`src/rtl/core/bpu_pkg.sv`:
```
// shared types, constants and codes of the bmp pixel unpacker
`timescale 1ns / 1ps

package bpu_pkg;

    // image limits
    localparam int MAX_WIDTH     = 4096;
    localparam int MAX_HEIGHT    = 4096;
    localparam int PALETTE_DEPTH = 256;

    // job queue between front and back
    localparam int FIFO_DEPTH = 4;

    // pixel formats
    typedef enum logic [1:0] {
        MODE_1BIT  = 2'd0,
        MODE_4BIT  = 2'd1,
        MODE_8BIT  = 2'd2,
        MODE_24BIT = 2'd3
    } pixel_mode_t;

    // item functions
    typedef enum logic {
        FUNC_PALETTE = 1'b0,
        FUNC_PIXEL   = 1'b1
    } item_func_t;

    // configuration register indexes
    typedef enum logic [1:0] {
        REG_PIXEL_MODE   = 2'd0,
        REG_IMAGE_WIDTH  = 2'd1,
        REG_IMAGE_HEIGHT = 2'd2,
        REG_TOP_DOWN     = 2'd3
    } cfg_reg_t;

    // one queued job: a palette write or the pixel run of one byte
    typedef struct packed {
        logic        is_pal;     // palette write
        logic [7:0]  pal_index;  // palette entry written
        logic [23:0] rgb;        // palette colour or direct 24-bit colour
        logic [7:0]  data_byte;  // raw pixel byte
        pixel_mode_t mode;
        logic [11:0] column;     // column of the first pixel
        logic [11:0] row;
        logic [3:0]  count;      // pixels in the run, 1 to 8
        logic        done;       // run ends the image
    } bpu_job_t;

endpackage

```
`src/rtl/core/bpu_fifo.sv`:
```
// short job queue between front and back
`timescale 1ns / 1ps

module bpu_fifo import bpu_pkg::*; (
    input  logic     clk,
    input  logic     rst_n,
    input  logic     push,
    input  bpu_job_t push_job,
    output logic     push_ready,
    input  logic     pop,
    output logic     head_valid,
    output bpu_job_t head_job
);

    localparam int PW = $clog2(FIFO_DEPTH);

    bpu_job_t        slot [FIFO_DEPTH];
    logic [PW-1:0]   wr_ptr_reg, wr_ptr_next;
    logic [PW-1:0]   rd_ptr_reg, rd_ptr_next;
    logic [PW:0]     count_reg, count_next;
    logic            do_push, do_pop;

    assign push_ready = (count_reg != (PW+1)'(FIFO_DEPTH));
    assign head_valid = (count_reg != '0);
    assign head_job   = slot[rd_ptr_reg];
    assign do_push    = push && push_ready;
    assign do_pop     = pop && head_valid;

    // pointer and fill count update
    always_comb
    begin
        wr_ptr_next = do_push ? wr_ptr_reg + PW'(1) : wr_ptr_reg;
        rd_ptr_next = do_pop ? rd_ptr_reg + PW'(1) : rd_ptr_reg;
        count_next  = count_reg;
        if (do_push && !do_pop)
        begin
            count_next = count_reg + (PW+1)'(1);
        end
        else if (do_pop && !do_push)
        begin
            count_next = count_reg - (PW+1)'(1);
        end
    end

    always_ff @(posedge clk or negedge rst_n)
    begin
        if (!rst_n)
        begin
            wr_ptr_reg <= '0;
            rd_ptr_reg <= '0;
            count_reg  <= '0;
        end
        else
        begin
            wr_ptr_reg <= wr_ptr_next;
            rd_ptr_reg <= rd_ptr_next;
            count_reg  <= count_next;
        end
    end

    // slot storage
    always_ff @(posedge clk)
    begin
        if (do_push)
        begin
            slot[wr_ptr_reg] <= push_job;
        end
    end

endmodule

```
`config.mk`:
```
export PLATFORM = sky130hd
export DESIGN_NAME = bpu_fifo
export DESIGN_NICKNAME = d
export VERILOG_FILES = /design/src/rtl/core/bpu_pkg.sv /design/src/rtl/core/bpu_fifo.sv
export SDC_FILE = /design/constraint.sdc
export NUM_CORES = 1
export LEC_CHECK = 0
export BUFFER_PORTS_ARGS = -buffer_cell sky130_fd_sc_hd__buf_2
export CELL_PAD_IN_SITES_DETAIL_PLACEMENT = 1
export CELL_PAD_IN_SITES_GLOBAL_PLACEMENT = 2
export CORE_MARGIN = 2
export CORE_UTILIZATION = 40
export DETAILED_ROUTE_END_ITERATION = 6
export PLACE_DENSITY = 0.77
export SLEW_MARGIN = 20
export SYNTH_ARGS = -nofsm -noshare
export SYNTH_HDL_FRONTEND = slang
export SYNTH_SLANG_ARGS = --single-unit
```
`constraint.sdc`:
```
create_clock -name clk -period 3.5 [get_ports clk]
set_input_delay 0.7 -clock clk [delete_from_list [all_inputs] [get_ports clk]]
set_output_delay 0.7 -clock clk [all_outputs]
set_load 0.02 [all_outputs]
```
After elaboration in Yosys (flattened, before gate mapping)

Memories as Yosys holds them, arrays and structs flattened.
Cells that the tools add are included.

Input port bits: 76
Bits in writable memories: 288
Register bits: 7
Memories kept: 1
ROM bits: 0
Output and inout bits: 74
Latch bits: 0
Word-level logic and storage cells: 21

Shift operators: 0
Add/sub/neg operators: 4
Divide/modulo/power cells: 0
Magnitude comparators: 0
Reduce and logical (&&, ||, !) cells: 8
Multiplexer cells: 4
Multipliers: 0
Bitwise operators: 0
Equality and inequality tests: 1

Memory list:

| memory | depth | width | read ports | clocked after Yosys merged registers in | wr ports | line           | text |
|---|---|---|---|---|---|---|---|
| slot   | 4     | 72    | 1          | 0                                       | 1        | bpu_fifo.sv:17 | `bpu_job_t slot [FIFO_DEPTH];` |

Operator list:

| kind                | number |
|---|---|
| $mux 3              | 2 |
| $add 2x1->2 const B | 2 |
| $logic_and 1x1->1   | 4 |
| $add 3x1->3 const B | 1 |
| $ne 3x3->1 const B  | 1 |
| $reduce_bool 3->1   | 1 |
| $sub 3x1->3 const B | 1 |
| $logic_not 1->1     | 2 |
| $mux 1              | 2 |
| $reduce_bool 2->1   | 1 |

Longest topological paths before layout

Depth in word-level cells: 6
Mapped depth: 8
Gate-level depth less buffers: 8

Least setup slack after synthesis

Ideal clock, no wire load.

Path kind: input port to flip-flop
Start: input port push
End: memory slot[0][0] in the netlist's numbering (enable)
Stages: 2
Arrival: 2.691 ns
Setup slack: 0.371 ns
Cells stage by stage: a21boi_2 -> and2_1

Word-level cells in the longest chain between the ends: 3

Ends and longest elaborated chain:

| what                         | line           | text |
|---|---|---|
| start, declared              | bpu_fifo.sv:7  | `input logic push,` |
| $logic_and 1x1->1            | bpu_fifo.sv:26 | `assign do_push = push && push_ready;` |
| $mux 1                       | bpu_fifo.sv:64 | `if (do_push)` |
| $mux 1 (not written as such) | bpu_fifo.sv:66 | `slot[wr_ptr_reg] <= push_job;` |
| end, declared                | bpu_fifo.sv:17 |  |

No other way between the ends.

==> flow_summary.toml <==
[placed_design]
placement.io_buffers = 149
placed_cells = 901
dp_hpwl_um = 13500
placed_area_um2 = 12100
post_placement_worst_setup_slack_ns = 0.928
gp_congestion = 0.683

[sta]
final-setup-viol-count = 0
final_min_period_over_clock_period_pct = 87.8
timing.final.crit_period_ns = 3.07
rsz0062_at_grt = "no"
timing.setup.tns_ns = 0
max_slew_margin_pct = 50.4
worst_clock_skew_ns = 0.00955
tightestPinTransition_ns = 0.744
timing.final.hold_violations = 0
post-route-worst-setup-slack_ns = 0.426
highest_clock_frequency_the_design_can_meet_ghz = 0.325
slew_violations = 0

[critical_path]
critical_path.max_fanout = 24
worst-endpoint-arrival_ns = 2.37
setup.worst_path.start_class = "register"
worstSetupPathType = "reg -> out"
r2r_start = "count_reg[1]"
worst_setup_path_end_kind = "output pin"
startpoint = "rd_ptr_reg[0]"
critical_path_required_ns = 2.80

[grt]
first_global_vias = 5666
largest_net_degree_at_the_start_of_global_routing = 44
grt_antenna_before_repair = 3
gr-total-overflow = 0
gr-usage-all-layers_pct = 15.5
grt_pass1_wl_um = 33400

[route]
vias = 4873
drt_wl_total_um = 21500
routedWlPerCell_um = 22.3
routed_via_density = 5.07
route.antenna.remaining_nets = 0
first_pass_iteration_count_of_the_detailed_router = 4
drt-initial-drc-count = 240
remaining_drc_errors = 0

[floorplan]
initial_core_util_pct = 40.4
core_rows = 60
die_height_um = 168
die-area_um2 = 28300
floorplan.die.width_um = 168
coreArea_um2 = 26700
number_of_top_level_pins = 150

[yosys]
yosys.cell_types.count = 18
synth_area_um2 = 10800
asyncSetResetFlopFracSynth_pct = 2.37
avg_inst_size_synth_um2 = 26.3
post_synth_inst_count = 411
post-synth-top-area-cell = "sky130_fd_sc_hd__edfxtp_1"
synth.cells.most_frequent = "288 x sky130_fd_sc_hd__edfxtp_1, 72 x sky130_fd_sc_hd__mux4_2, 8 x sky130_fd_sc_hd__buf_2, 7 x sky130_fd_sc_hd__buf_6, 7 x sky130_fd_sc_hd__dfrtp_1"
synth-warning-count = 0
synth-edff-count = 288
synth_seq_cells = 295
yosys.cell_count.top_type = "sky130_fd_sc_hd__edfxtp_1"
area_share_of_the_largest_cell_type_after_synthesis_pct = 80.1
synth_flop_cell = "sky130_fd_sc_hd__edfxtp_1"
synth_fp_nets = 493
synth.yosys.seq_area_share_pct = 81.7
post_synth_main_area_contributors = "sky130_fd_sc_hd__edfxtp_1 80%, sky130_fd_sc_hd__mux4_2 15%, sky130_fd_sc_hd__dfrtp_1 1.6%"

[cells_and_area]
layout-drive-gt1-share_pct = 47.4
largest_register_ff_count = 288
stdcell_count = 961
area_of_combinational_cells_with_multiple_inputs_um2 = 1850
area_growth_from_synthesis_to_layout_pct = 21.0
finish.net_count = 676
seq_area_um2 = 8830
final_std_cell_area_no_fill_um2 = 13100
fillers = 2424

[cts]
cts_post_setup_buffers_inserted = 0
cts.clk_slew.worst_paths_ns = 0.06
clock_tree.htree_level_count = 1
tritoncts = "done"
cts_made_buffers = 31
clk_root_buffer_cell = "sky130_fd_sc_hd__clkbuf_16"
clkSinkCount = 295
cts.path.max_buffers = 3
worstSkewPairLatency_ns = 0.54

[pwr]
total_power_uw = 11700
max-vdd-ir-drop_mv = 0.560
static-leakage-power_uw = 0.00448
p_per_area_nw_per_um2 = 898

[hold_path]
timing.hold.worst.class = "in -> reg"
hp-start = "push_job[38]"

[outcome]
status = "completed"

[job]
max-cap-violations = 0
report_power, final:
part           switching (uW)  internal, uW
Sequential                366          4680
Combinational            2010          1510
Clock                    1270          1910
cell usage in the layout, fill, tap and decap left out:
cell                            synthesis  routed
sky130_fd_sc_hd__a21boi_2               1       1
sky130_fd_sc_hd__and2_4                 0       4
sky130_fd_sc_hd__buf_12                 0       6
sky130_fd_sc_hd__buf_2                  8     149
sky130_fd_sc_hd__buf_4                  1      10
sky130_fd_sc_hd__bufinv_16              0       4
sky130_fd_sc_hd__clkbuf_1               0       7
sky130_fd_sc_hd__clkbuf_16              0      31
sky130_fd_sc_hd__clkinv_1               0       3
sky130_fd_sc_hd__clkinv_2               0      10
sky130_fd_sc_hd__clkinvlp_4             0       2
sky130_fd_sc_hd__dfrtp_1                7       5
sky130_fd_sc_hd__dfrtp_4                0       2
sky130_fd_sc_hd__diode_2                0       2
sky130_fd_sc_hd__dlygate4sd3_1          0       1
sky130_fd_sc_hd__edfxtp_1             288     288
sky130_fd_sc_hd__fa_1                   1       1
sky130_fd_sc_hd__ha_1                   5       5
sky130_fd_sc_hd__inv_1                  3       3
sky130_fd_sc_hd__mux2_2                 2       2
sky130_fd_sc_hd__mux4_2                72      72
sky130_fd_sc_hd__nand2_1                2       2
sky130_fd_sc_hd__nand3_1                1       1
sky130_fd_sc_hd__nor2_1                 2       2
sky130_fd_sc_hd__or3_1                  1       1
sky130_fd_sc_hd__xnor2_1                4       4
sky130_fd_sc_hd__xor2_1                 2       2
routing by layer:
layer	track usage [%]	share of wire, %	vias up
met2	28.1	53	130
met3	3.46	5.3	39
met4	4.05	2.1	2
met1	18.8	40	2565
met5	0	0.061	-
li1	-	-	2137
per-stage QoR:
stage	util (%)	hold WS (ns)
final	48.9	0.369
after global routing	48.9	0.349
after CTS	48.9	0.338
after detailed placement	45.1	0.545
after global placement	45.1	0.512
after floorplan	-	0.404
repair_timing:
item,4_1_cts,5_1_grt
gates resized for setup,0,0
endpoints found under the hold margin,7,0
endpoints found under the setup margin,0,0
hold buffers,1,0
worst paths after layout:
| check | cells after the start | endpoint | slack (ns) |
|---|---|---|---|
| max in group asynchronous | 2 | rd_ptr_reg[0] | 2.78 |
| min in group asynchronous | 2 | rd_ptr_reg[1] | 0.54 |
| setup / recovery | 3 | head_job[65] | 0.43 |
| hold reg to reg | 1 | count_reg[2] | 0.57 |
| hold / removal | 1 | slot[3][38] | 0.37 |
| setup reg to reg | 8 | count_reg[2] | 1.27 |
layout make-up:
cell class / instances / area share [%]
antenna: 2 / 0.0383
clock inverter: 19 / 1.50
multi-input combinational: 97 / 14.2
tap: 341 / 3.26
clock buffer: 38 / 6.13
timing repair buffer: 166 / 7.27
inverter: 3 / 0.0861
sequential: 295 / 67.5
kinds of logic after synthesis:
kind of cell / Yosys count / share of synthesized area, %
XOR/XNOR: 6 / 0.486
adder cells (fa/ha/maj): 6 / 0.764
multiplexers: 74 / 15.2
AO/OA/AOI/OAI: 1 / 0.104
flip-flops: 295 / 81.7
buffers and inverters: 19 / 1.27
AND/OR/NAND/NOR: 10 / 0.475
critical path, stage by stage (launching register included):
cell and delay (ns):
sky130_fd_sc_hd__dfrtp_4 0.78, sky130_fd_sc_hd__buf_4 0.34, sky130_fd_sc_hd__mux4_2 0.54, sky130_fd_sc_hd__buf_2 0.18
No activity file was read; power rests on OpenSTA's default activity.
