===== src/rtl/core/bpu_pkg.sv =====
// shared types, constants and codes of the bmp pixel unpacker
`timescale 1ns / 1ps

package bpu_pkg;

    // image limits
    localparam int MAX_WIDTH     = 4096;
    localparam int MAX_HEIGHT    = 4096;
    localparam int PALETTE_DEPTH = 256;

    // job queue between front and back
    localparam int FIFO_DEPTH = 4;

    // pixel formats
    typedef enum logic [1:0] {
        MODE_1BIT  = 2'd0,
        MODE_4BIT  = 2'd1,
        MODE_8BIT  = 2'd2,
        MODE_24BIT = 2'd3
    } pixel_mode_t;

    // item functions
    typedef enum logic {
        FUNC_PALETTE = 1'b0,
        FUNC_PIXEL   = 1'b1
    } item_func_t;

    // configuration register indexes
    typedef enum logic [1:0] {
        REG_PIXEL_MODE   = 2'd0,
        REG_IMAGE_WIDTH  = 2'd1,
        REG_IMAGE_HEIGHT = 2'd2,
        REG_TOP_DOWN     = 2'd3
    } cfg_reg_t;

    // one queued job: a palette write or the pixel run of one byte
    typedef struct packed {
        logic        is_pal;     // palette write
        logic [7:0]  pal_index;  // palette entry written
        logic [23:0] rgb;        // palette colour or direct 24-bit colour
        logic [7:0]  data_byte;  // raw pixel byte
        pixel_mode_t mode;
        logic [11:0] column;     // column of the first pixel
        logic [11:0] row;
        logic [3:0]  count;      // pixels in the run, 1 to 8
        logic        done;       // run ends the image
    } bpu_job_t;

endpackage


===== src/rtl/core/bpu_ifs.sv =====
// channel interfaces of the bmp pixel unpacker
`timescale 1ns / 1ps

// input items: palette writes and pixel-array bytes
interface bpu_item_if;
    logic       valid;
    logic       ready;
    logic       func;
    logic [7:0] data_byte;
    logic [7:0] entry_index;
    logic [7:0] entry_red;
    logic [7:0] entry_green;
    logic [7:0] entry_blue;

    modport source (
        output valid, func, data_byte, entry_index, entry_red, entry_green, entry_blue,
        input  ready
    );
    modport sink (
        input  valid, func, data_byte, entry_index, entry_red, entry_green, entry_blue,
        output ready
    );
endinterface


// configuration register writes
interface bpu_cfg_if;
    logic        valid;
    logic        ready;
    logic [1:0]  index;
    logic [12:0] data;

    modport source (
        output valid, index, data,
        input  ready
    );
    modport sink (
        input  valid, index, data,
        output ready
    );
endinterface


===== src/rtl/core/bpu_front.sv =====
// front: config registers, image position counters and job building
`timescale 1ns / 1ps

module bpu_front import bpu_pkg::*; (
    input  logic           clk,
    input  logic           rst_n,
    bpu_item_if.sink       item,
    bpu_cfg_if.sink        cfg,
    output logic           push,
    output bpu_job_t       push_job,
    input  logic           push_ready
);

    // configuration
    pixel_mode_t  mode_reg;
    logic [12:0]  width_reg;
    logic [12:0]  height_reg;
    logic         top_down_reg;

    // position state
    logic [13:0]  byte_reg, byte_next;
    logic [12:0]  pix_reg, pix_next;
    logic [12:0]  rows_reg, rows_next;
    logic [15:0]  partial_reg, partial_next;
    logic [1:0]   phase_reg, phase_next;
    logic         finished_reg, finished_next;

    logic         item_xfer, cfg_xfer, pix_go;
    logic [12:0]  w_eff, h_eff;
    logic [13:0]  w3, row_units, rb, byte_inc;
    logic [12:0]  room;
    logic [3:0]   n_raw, n;
    logic         emit_triple;
    logic [12:0]  rows_inc;
    logic [12:0]  row_full;

    assign item.ready = push_ready;
    assign cfg.ready  = 1'b1;
    assign item_xfer  = item.valid && item.ready;
    assign cfg_xfer   = cfg.valid && cfg.ready;
    assign pix_go     = item_xfer && (item.func == FUNC_PIXEL) && !finished_reg;

    // clamped image size
    always_comb
    begin
        if (width_reg == '0)
            w_eff = 13'd1;
        else if (width_reg > 13'(MAX_WIDTH))
            w_eff = 13'(MAX_WIDTH);
        else
            w_eff = width_reg;
        if (height_reg == '0)
            h_eff = 13'd1;
        else if (height_reg > 13'(MAX_HEIGHT))
            h_eff = 13'(MAX_HEIGHT);
        else
            h_eff = height_reg;
    end

    // bytes per scanline, padded to four
    always_comb
    begin
        w3 = (14'(w_eff) << 1) + 14'(w_eff);
        case (mode_reg)
            MODE_1BIT:  row_units = (14'(w_eff) + 14'd7) >> 3;
            MODE_4BIT:  row_units = (14'(w_eff) + 14'd1) >> 1;
            MODE_8BIT:  row_units = 14'(w_eff);
            default:    row_units = w3;
        endcase
        rb = (row_units + 14'd3) & ~14'd3;
    end

    // pixel count of this byte
    always_comb
    begin
        room        = (pix_reg < w_eff) ? (w_eff - pix_reg) : 13'd0;
        emit_triple = (byte_reg < w3) && (phase_reg == 2'd2);
        case (mode_reg)
            MODE_1BIT:  n_raw = 4'd8;
            MODE_4BIT:  n_raw = 4'd2;
            MODE_8BIT:  n_raw = 4'd1;
            default:    n_raw = emit_triple ? 4'd1 : 4'd0;
        endcase
        n = ({9'd0, n_raw} > room) ? room[3:0] : n_raw;
    end

    // next position
    always_comb
    begin
        byte_next     = byte_reg;
        pix_next      = pix_reg;
        rows_next     = rows_reg;
        partial_next  = partial_reg;
        phase_next    = phase_reg;
        finished_next = finished_reg;
        byte_inc      = byte_reg + 14'd1;
        rows_inc      = rows_reg + 13'd1;
        if (pix_go)
        begin
            pix_next = pix_reg + 13'(n);
            if ((mode_reg == MODE_24BIT) && (byte_reg < w3))
            begin
                case (phase_reg)
                    2'd0:
                    begin
                        partial_next = {8'd0, item.data_byte};
                        phase_next   = 2'd1;
                    end
                    2'd1:
                    begin
                        partial_next = {item.data_byte, partial_reg[7:0]};
                        phase_next   = 2'd2;
                    end
                    default:
                    begin
                        partial_next = '0;
                        phase_next   = 2'd0;
                    end
                endcase
            end
            byte_next = byte_inc;
            if (byte_inc >= rb)
            begin
                byte_next     = '0;
                pix_next      = '0;
                phase_next    = 2'd0;
                partial_next  = '0;
                rows_next     = rows_inc;
                finished_next = (rows_inc >= h_eff);
            end
        end
    end

    // job building
    always_comb
    begin
        row_full           = top_down_reg ? rows_reg : (h_eff - 13'd1 - rows_reg);
        push_job.is_pal    = (item.func == FUNC_PALETTE);
        push_job.pal_index = item.entry_index;
        push_job.data_byte = item.data_byte;
        push_job.mode      = mode_reg;
        push_job.column    = pix_reg[11:0];
        push_job.row       = row_full[11:0];
        push_job.count     = n;
        push_job.done      = (rows_inc == h_eff) && ((pix_reg + 13'(n)) == w_eff);
        if (item.func == FUNC_PALETTE)
            push_job.rgb = {item.entry_red, item.entry_green, item.entry_blue};
        else
            push_job.rgb = {item.data_byte, partial_reg};
        push = item_xfer && ((item.func == FUNC_PALETTE) || (pix_go && (n != 4'd0)));
    end

    // config and position registers
    always_ff @(posedge clk or negedge rst_n)
    begin
        if (!rst_n)
        begin
            mode_reg     <= MODE_24BIT;
            width_reg    <= 13'd1;
            height_reg   <= 13'd1;
            top_down_reg <= 1'b0;
            byte_reg     <= '0;
            pix_reg      <= '0;
            rows_reg     <= '0;
            partial_reg  <= '0;
            phase_reg    <= '0;
            finished_reg <= 1'b0;
        end
        else if (cfg_xfer)
        begin
            case (cfg.index)
                REG_PIXEL_MODE:   mode_reg     <= pixel_mode_t'(cfg.data[1:0]);
                REG_IMAGE_WIDTH:  width_reg    <= cfg.data;
                REG_IMAGE_HEIGHT: height_reg   <= cfg.data;
                REG_TOP_DOWN:     top_down_reg <= cfg.data[0];
                default:          mode_reg     <= mode_reg;
            endcase
            byte_reg     <= '0;
            pix_reg      <= '0;
            rows_reg     <= '0;
            partial_reg  <= '0;
            phase_reg    <= '0;
            finished_reg <= 1'b0;
        end
        else
        begin
            byte_reg     <= byte_next;
            pix_reg      <= pix_next;
            rows_reg     <= rows_next;
            partial_reg  <= partial_next;
            phase_reg    <= phase_next;
            finished_reg <= finished_next;
        end
    end

`ifndef SYNTHESIS
    // image complete only after exactly the configured number of rows
    assert property (@(posedge clk) disable iff (!rst_n)
        finished_reg |-> (rows_reg == h_eff))
        else $error("finished with wrong row count");

    // scanline byte counter wraps at the padded row length
    assert property (@(posedge clk) disable iff (!rst_n)
        byte_reg < rb)
        else $error("byte counter beyond padded row");

    // column never runs past the image width
    assert property (@(posedge clk) disable iff (!rst_n)
        pix_reg <= w_eff)
        else $error("column beyond image width");

    // bytes after the end of the image are dropped
    assert property (@(posedge clk) disable iff (!rst_n)
        (finished_reg && item_xfer && (item.func == FUNC_PIXEL)) |-> !push)
        else $error("job queued after image end");
`endif

endmodule


===== src/flat_wrapper.sv =====
// flat-port wrapper written by rule: the top's interface ports become plain ports
module bpu_front_flat import bpu_pkg::*;
  (clk, rst_n, push, push_job, push_ready, item_valid, item_func, item_data_byte, item_entry_index, item_entry_red, item_entry_green, item_entry_blue, item_ready, cfg_valid, cfg_index, cfg_data, cfg_ready);
  bpu_item_if item_i ();
  bpu_cfg_if cfg_i ();
  input  logic clk;
  input  logic rst_n;
  output logic push;
  output bpu_job_t push_job;
  input  logic push_ready;
  input wire logic [$bits(item_i.valid)-1:0] item_valid;
  input wire logic [$bits(item_i.func)-1:0] item_func;
  input wire logic [$bits(item_i.data_byte)-1:0] item_data_byte;
  input wire logic [$bits(item_i.entry_index)-1:0] item_entry_index;
  input wire logic [$bits(item_i.entry_red)-1:0] item_entry_red;
  input wire logic [$bits(item_i.entry_green)-1:0] item_entry_green;
  input wire logic [$bits(item_i.entry_blue)-1:0] item_entry_blue;
  output wire logic [$bits(item_i.ready)-1:0] item_ready;
  input wire logic [$bits(cfg_i.valid)-1:0] cfg_valid;
  input wire logic [$bits(cfg_i.index)-1:0] cfg_index;
  input wire logic [$bits(cfg_i.data)-1:0] cfg_data;
  output wire logic [$bits(cfg_i.ready)-1:0] cfg_ready;
  assign item_i.valid = item_valid;
  assign item_i.func = item_func;
  assign item_i.data_byte = item_data_byte;
  assign item_i.entry_index = item_entry_index;
  assign item_i.entry_red = item_entry_red;
  assign item_i.entry_green = item_entry_green;
  assign item_i.entry_blue = item_entry_blue;
  assign item_ready = item_i.ready;
  assign cfg_i.valid = cfg_valid;
  assign cfg_i.index = cfg_index;
  assign cfg_i.data = cfg_data;
  assign cfg_ready = cfg_i.ready;
  bpu_front u_core (.clk(clk), .rst_n(rst_n), .item(item_i), .cfg(cfg_i), .push(push), .push_job(push_job), .push_ready(push_ready));
endmodule

===== config.mk =====
export PLATFORM = sky130hd
export DESIGN_NAME = bpu_front_flat
export DESIGN_NICKNAME = d
export VERILOG_FILES = /design/src/rtl/core/bpu_pkg.sv /design/src/rtl/core/bpu_ifs.sv /design/src/rtl/core/bpu_front.sv /design/src/flat_wrapper.sv
export SDC_FILE = /design/constraint.sdc
export NUM_CORES = 1
export LEC_CHECK = 0
export BUFFER_PORTS_ARGS = -buffer_cell sky130_fd_sc_hd__buf_4
export CAP_MARGIN = 20
export CELL_PAD_IN_SITES_DETAIL_PLACEMENT = 2
export CELL_PAD_IN_SITES_GLOBAL_PLACEMENT = 2
export CORE_UTILIZATION = 35
export CTS_CLUSTER_SIZE = 10
export DETAILED_ROUTE_END_ITERATION = 6
export PLACE_DENSITY = 0.91
export SLEW_MARGIN = 20
export SYNTH_ARGS = -nofsm -noshare
export SYNTH_HDL_FRONTEND = slang
export SYNTH_SLANG_ARGS = --single-unit
export TNS_END_PERCENT = 1

===== constraint.sdc =====
create_clock -name clk -period 11.3 [get_ports clk]
set_input_delay 0.565 -clock clk [delete_from_list [all_inputs] [get_ports clk]]
set_output_delay 0.565 -clock clk [all_outputs]
set_load 0.05 [all_outputs]

* Word-level counts from Yosys, hierarchy flattened
Index checks and enable logic that the tools add are counted.
Widths: inputs -> output; s select.
** Storage, ports and cells
- Bits in registers :: 88
- Bits of input ports :: 61
- Output and inout bits :: 75
** Cells by class
- Add/subtract/negate cells :: 10
- Order comparisons :: 7
- Eq/ne operators :: 11
- Muxes and demuxes :: 33
- Bitwise logic cells :: 1
- Reduce and logical (&&, ||, !) cells :: 26
** Operators with widths (count)
- $mux 13 :: 11
- $mux 16 :: 4
- $mux 14 :: 3
- $pmux 14 s3 :: 1
- $pmux 16 s2 :: 1
- $eq 13x13->1 :: 2
- $gt 13x13->1 const B :: 2
- $logic_not 13->1 :: 2
- $mux 24 :: 1
- $add 13x1->14 const B :: 1
- $add 13x3->14 const B :: 1
- $add 14x1->14 const B :: 1
- $add 14x13->14 :: 1
- $add 14x2->14 const B :: 1
- $ge 14x14->1 :: 1
- $lt 14x14->1 :: 1
- $add 13x1->13 const B :: 1
- $add 13x4->13 :: 1
- $ge 13x13->1 :: 1
- $gt 4x13->1 :: 1
- $lt 13x13->1 :: 1
- $sub 13x13->13 :: 1
- $mux 12 :: 1
- $pmux 4 s3 :: 1
- 19 further kinds :: 46

* Longest topological paths before layout
- Depth after elaboration :: 14
- Mapped depth :: 40
- Mapped depth without buffers :: 38

* Least setup slack after synthesis
Ideal clock, no wire load.
- Path type :: register to output
- From :: register u_core.width_reg[6]
- To :: output port push_job[0] in the netlist's numbering
- Arrival time :: 10.063 ns
- Slack :: 0.672 ns
- Stages on the path, launching flop included :: 37
- Path buffers :: 2
- Path through :: dfrtp_1 buf_6 or4_4 o41ai_2 buf_2 ha_1 inv_1 fa_1 or2_2 a21oi_1 o31ai_1 o31a_1 o21ai_0 a31oi_1 xor2_1 ha_1 nand3_1 o311ai_0 o21ai_0 nand2_1 ha_1 a31oi_1 a21oi_1 or4_1 o22ai_1 ha_1 inv_1 fa_1 nor2b_1 o21ai_0 a211oi_1 nand2_1 nor3_1 xnor2_1 and3_1 o221ai_1 a221oi_1
** RTL lines
- start, declared :: RTL line bpu_front.sv:16 : logic [12:0] width_reg;
- start signal, assigned :: RTL line bpu_front.sv:173 : REG_IMAGE_WIDTH: width_reg <= cfg.data;
- end, declared :: RTL line flat_wrapper.sv:9 : output bpu_job_t push_job;

==> metrics.txt <==
Final nets=1,359; max FFs per register=16; DRC errors left=2; Worst-path clk slew=0.09 ns; Initial Util=35.8%; area of the die=27,400 µm²; FF+latch count, synth=88; Die Y=165 µm; # setup viols final=0; P&R area growth vs syn=13.4%; Antenna Nets Post-Route=0; met1 wire length=15.0 mm; initial antenna violation count=0; clock root buffer=clkbuf_16; met2 WL=18.0 mm; CP top delay family=compound AO/OA/AOI/OAI gates; async set or reset register ratio after synthesis=100%; Post-synth EDFFs=0; cell leakage power=4.76 nW; crit path kind=flop to output port; gr usage total=26.4%; gr ovfl total=0; Post-Syn Nets=1,307; Distinct cells, synth=77; ratio of cells with drive above 1 in the final layout=19.1%; post-synthesis sequential area ratio=23.6%; first drt pass iteration count=7; Starting DRT DRC Count=409; worst hold path class=input port to asynchronous set/reset pin; Max-Cap Viols=0; power per cell area=191 nW/µm²; die width=165 µm; status=complete, but fails checks; antenna fix cells=0; H-tree depth=3; Final Util=40.6%; CP peak stage delay=0.58 ns; IO Port Bufs=118; WL final=35.8 mm; DR WL met3=1.42 mm; vias=9,169; Core Region=26,100 µm²; relative slew slack=33.2%; WP data required=10.74 ns; mapped cell area=9350 µm²; most frequent cell on the critical path=ha_1; crit-path max FO=12; Worst VDD drop=113 µV; CP max stage cell=or4_4; placed instance area=10,300 µm²; CTS Buffer Depth=2; routability cong.=0.897; synthesized instance count=1,158; Avg Inst Size Synth=8.07 µm²; first-pass GRT wire length=55.5 mm; failing checks=DRC; worst skew pair latency=0.37 ns; Bufs and invs on worst path=4; Worst-Margin Slew=0.999 ns; crit end category=output port; Finished Cell Area=10,600 µm²; TritonCTS buffer count=9; overall power=0.00203 W; Hold Fails Final Rpt=0; CP startpoint kind=flop; Clock Sinks=88; Main synth FF type=dfrtp_1; CTS hold repair buffers=0; Worst Skew=0.0164 ns; I/O pins=136; fin crit period=10.93 ns; cell row count=59; fmax=91.5 MHz; Critical Path AT=10.36 ns; hpwl dp=27.3 mm; vias per cell=5.92; fin crit share=96.7%; Ys Warns=0; largest net degree at the start of global routing=72; vias in the first global route=9,977; Final Max Tran Viols=0; routed len/inst=23.1 µm; Max Used Layer=met4; clock tree from TritonCTS=yes
## cell families after synthesis
group	Yosys count	synth area share, %
other	1	0.0401
and+or+nand+nor	375	19.7
AOI/OAI and AO/OA	279	20.0
muxes	64	7.59
adders and majority gates	88	12.1
DFF	88	23.6
xor gates and xnor gates	93	8.71
buffers and inverters	170	8.22
## cell usage in the layout (no fill, tap or decap), drive strengths merged, types with 9 or more instances in the layout
cell and count:
buf 130, nand2b 26, inv 86, ha 84, and3 16, xor2 30, a211oi 12, nor2b 16
xnor2 63, mux2i 9, a22o 9, mux2 55, nor2 66, nor4 9, nand2 136, nor3 20
clkbuf 9, o21a 10, o21ai 88, dfrtp 84, a21o 15, a21oi 40, nand3 36, o31ai 29
## power breakdown
group / switching, W / internal (W) / total [W]
sequential: 0.0000771 / 0.000363 / 0.000440
clock: 0.000164 / 0.000157 / 0.000321
combinational: 0.000803 / 0.000463 / 0.00127
total: 0.00104 / 0.000983 / 0.00203
## path summary, 6_finish.rpt
| path | start | endpoint | slack [ns] | cells past startpoint |
|---|---|---|---|---|
| hold / removal | rst_n | u_core.pix_reg[11] | 0.08 | 1 |
| max in group asynchronous | rst_n | u_core.rows_reg[6] | 9.96 | 2 |
| setup reg to reg | u_core.width_reg[5] | u_core.pix_reg[11] | 1.89 | 33 |
| setup / recovery | u_core.width_reg[5] | push_job[0] | 0.37 | 36 |
| min in group clk | cfg_data[3] | u_core.height_reg[3] | 0.45 | 2 |
| hold reg to reg | u_core.partial_reg[11] | u_core.partial_reg[11] | 0.49 | 2 |
## timing repair
action,in CTS,in global routing
gates resized for setup,2,4
setup buffers,0,2
cloned,0,0
pin swaps,0,1
endpoints found under the setup margin,1,1
## area by class of cell
cell class                      count  area (µm²)
Clock buffer                        9         225
Clock inverter                      7        70.1
Fill cell                        3018       15500
Inverter                           81         304
Multi-Input combinational cell    900        6400
Sequential cell                    88        2210
Tap cell                          335         419
Timing Repair Buffer              130         976
## metrics by stage
step / setup TNS, ns / worst slack [ns] / cells / hold slack [ns]
after CTS: 0 / 0.174 / 1548 / 0.0914
after global routing: -0.149 / -0.149 / 1550 / 0.0881
final: 0 / 0.372 / 1550 / 0.0772
after global placement: 0 / 1.24 / 1532 / 0.463
after detailed placement: 0 / 0.366 / 1532 / 0.475
after floorplan: 0 / 0.672 / 1158 / 0.269
## cells in the mapped netlist (3+ instances only)
cell,number,area share [%]
a211o_1,6,0.56
a211oi_1,12,0.96
a21o_1,15,1.2
a21oi_1,40,2.1
a22o_1,9,0.84
a31oi_1,8,0.54
and2_1,5,0.33
and3_1,16,1.1
buf_1,6,0.24
buf_4,30,2.4
clkbuf_1,49,2.0
dfrtp_1,84,22
dfstp_2,4,1.1
fa_1,4,0.86
ha_1,84,11
inv_1,80,3.2
mux2_2,55,6.6
mux2i_1,9,0.96
nand2_1,136,5.5
nand2b_1,26,1.7
nand3_1,36,1.9
nand3b_1,3,0.24
nand4_1,8,0.54
nor2_1,66,2.6
nor2b_1,16,1.1
nor3_1,19,1.0
nor3b_1,5,0.40
nor4_1,9,0.60
o2111ai_1,4,0.37
o211ai_1,5,0.40
o21a_1,10,0.80
o21ai_0,86,4.6
o21bai_1,8,0.64
o221ai_1,3,0.28
o22ai_1,8,0.54
o31ai_1,29,2.3
or2_2,7,0.47
or3_1,8,0.54
or4_1,4,0.32
or4_4,3,0.36
xnor2_1,63,5.9
xor2_1,30,2.8
## layer usage
layer / GRT usage [%] / vias up
li1: - / 4178
met1: 31.5 / 4657
met2: 47.1 / 244
met3: 4.00 / 90
met4: 10.6 / 0
met5: 0 / -
Note: power is estimated with default switching activity, not from simulation.
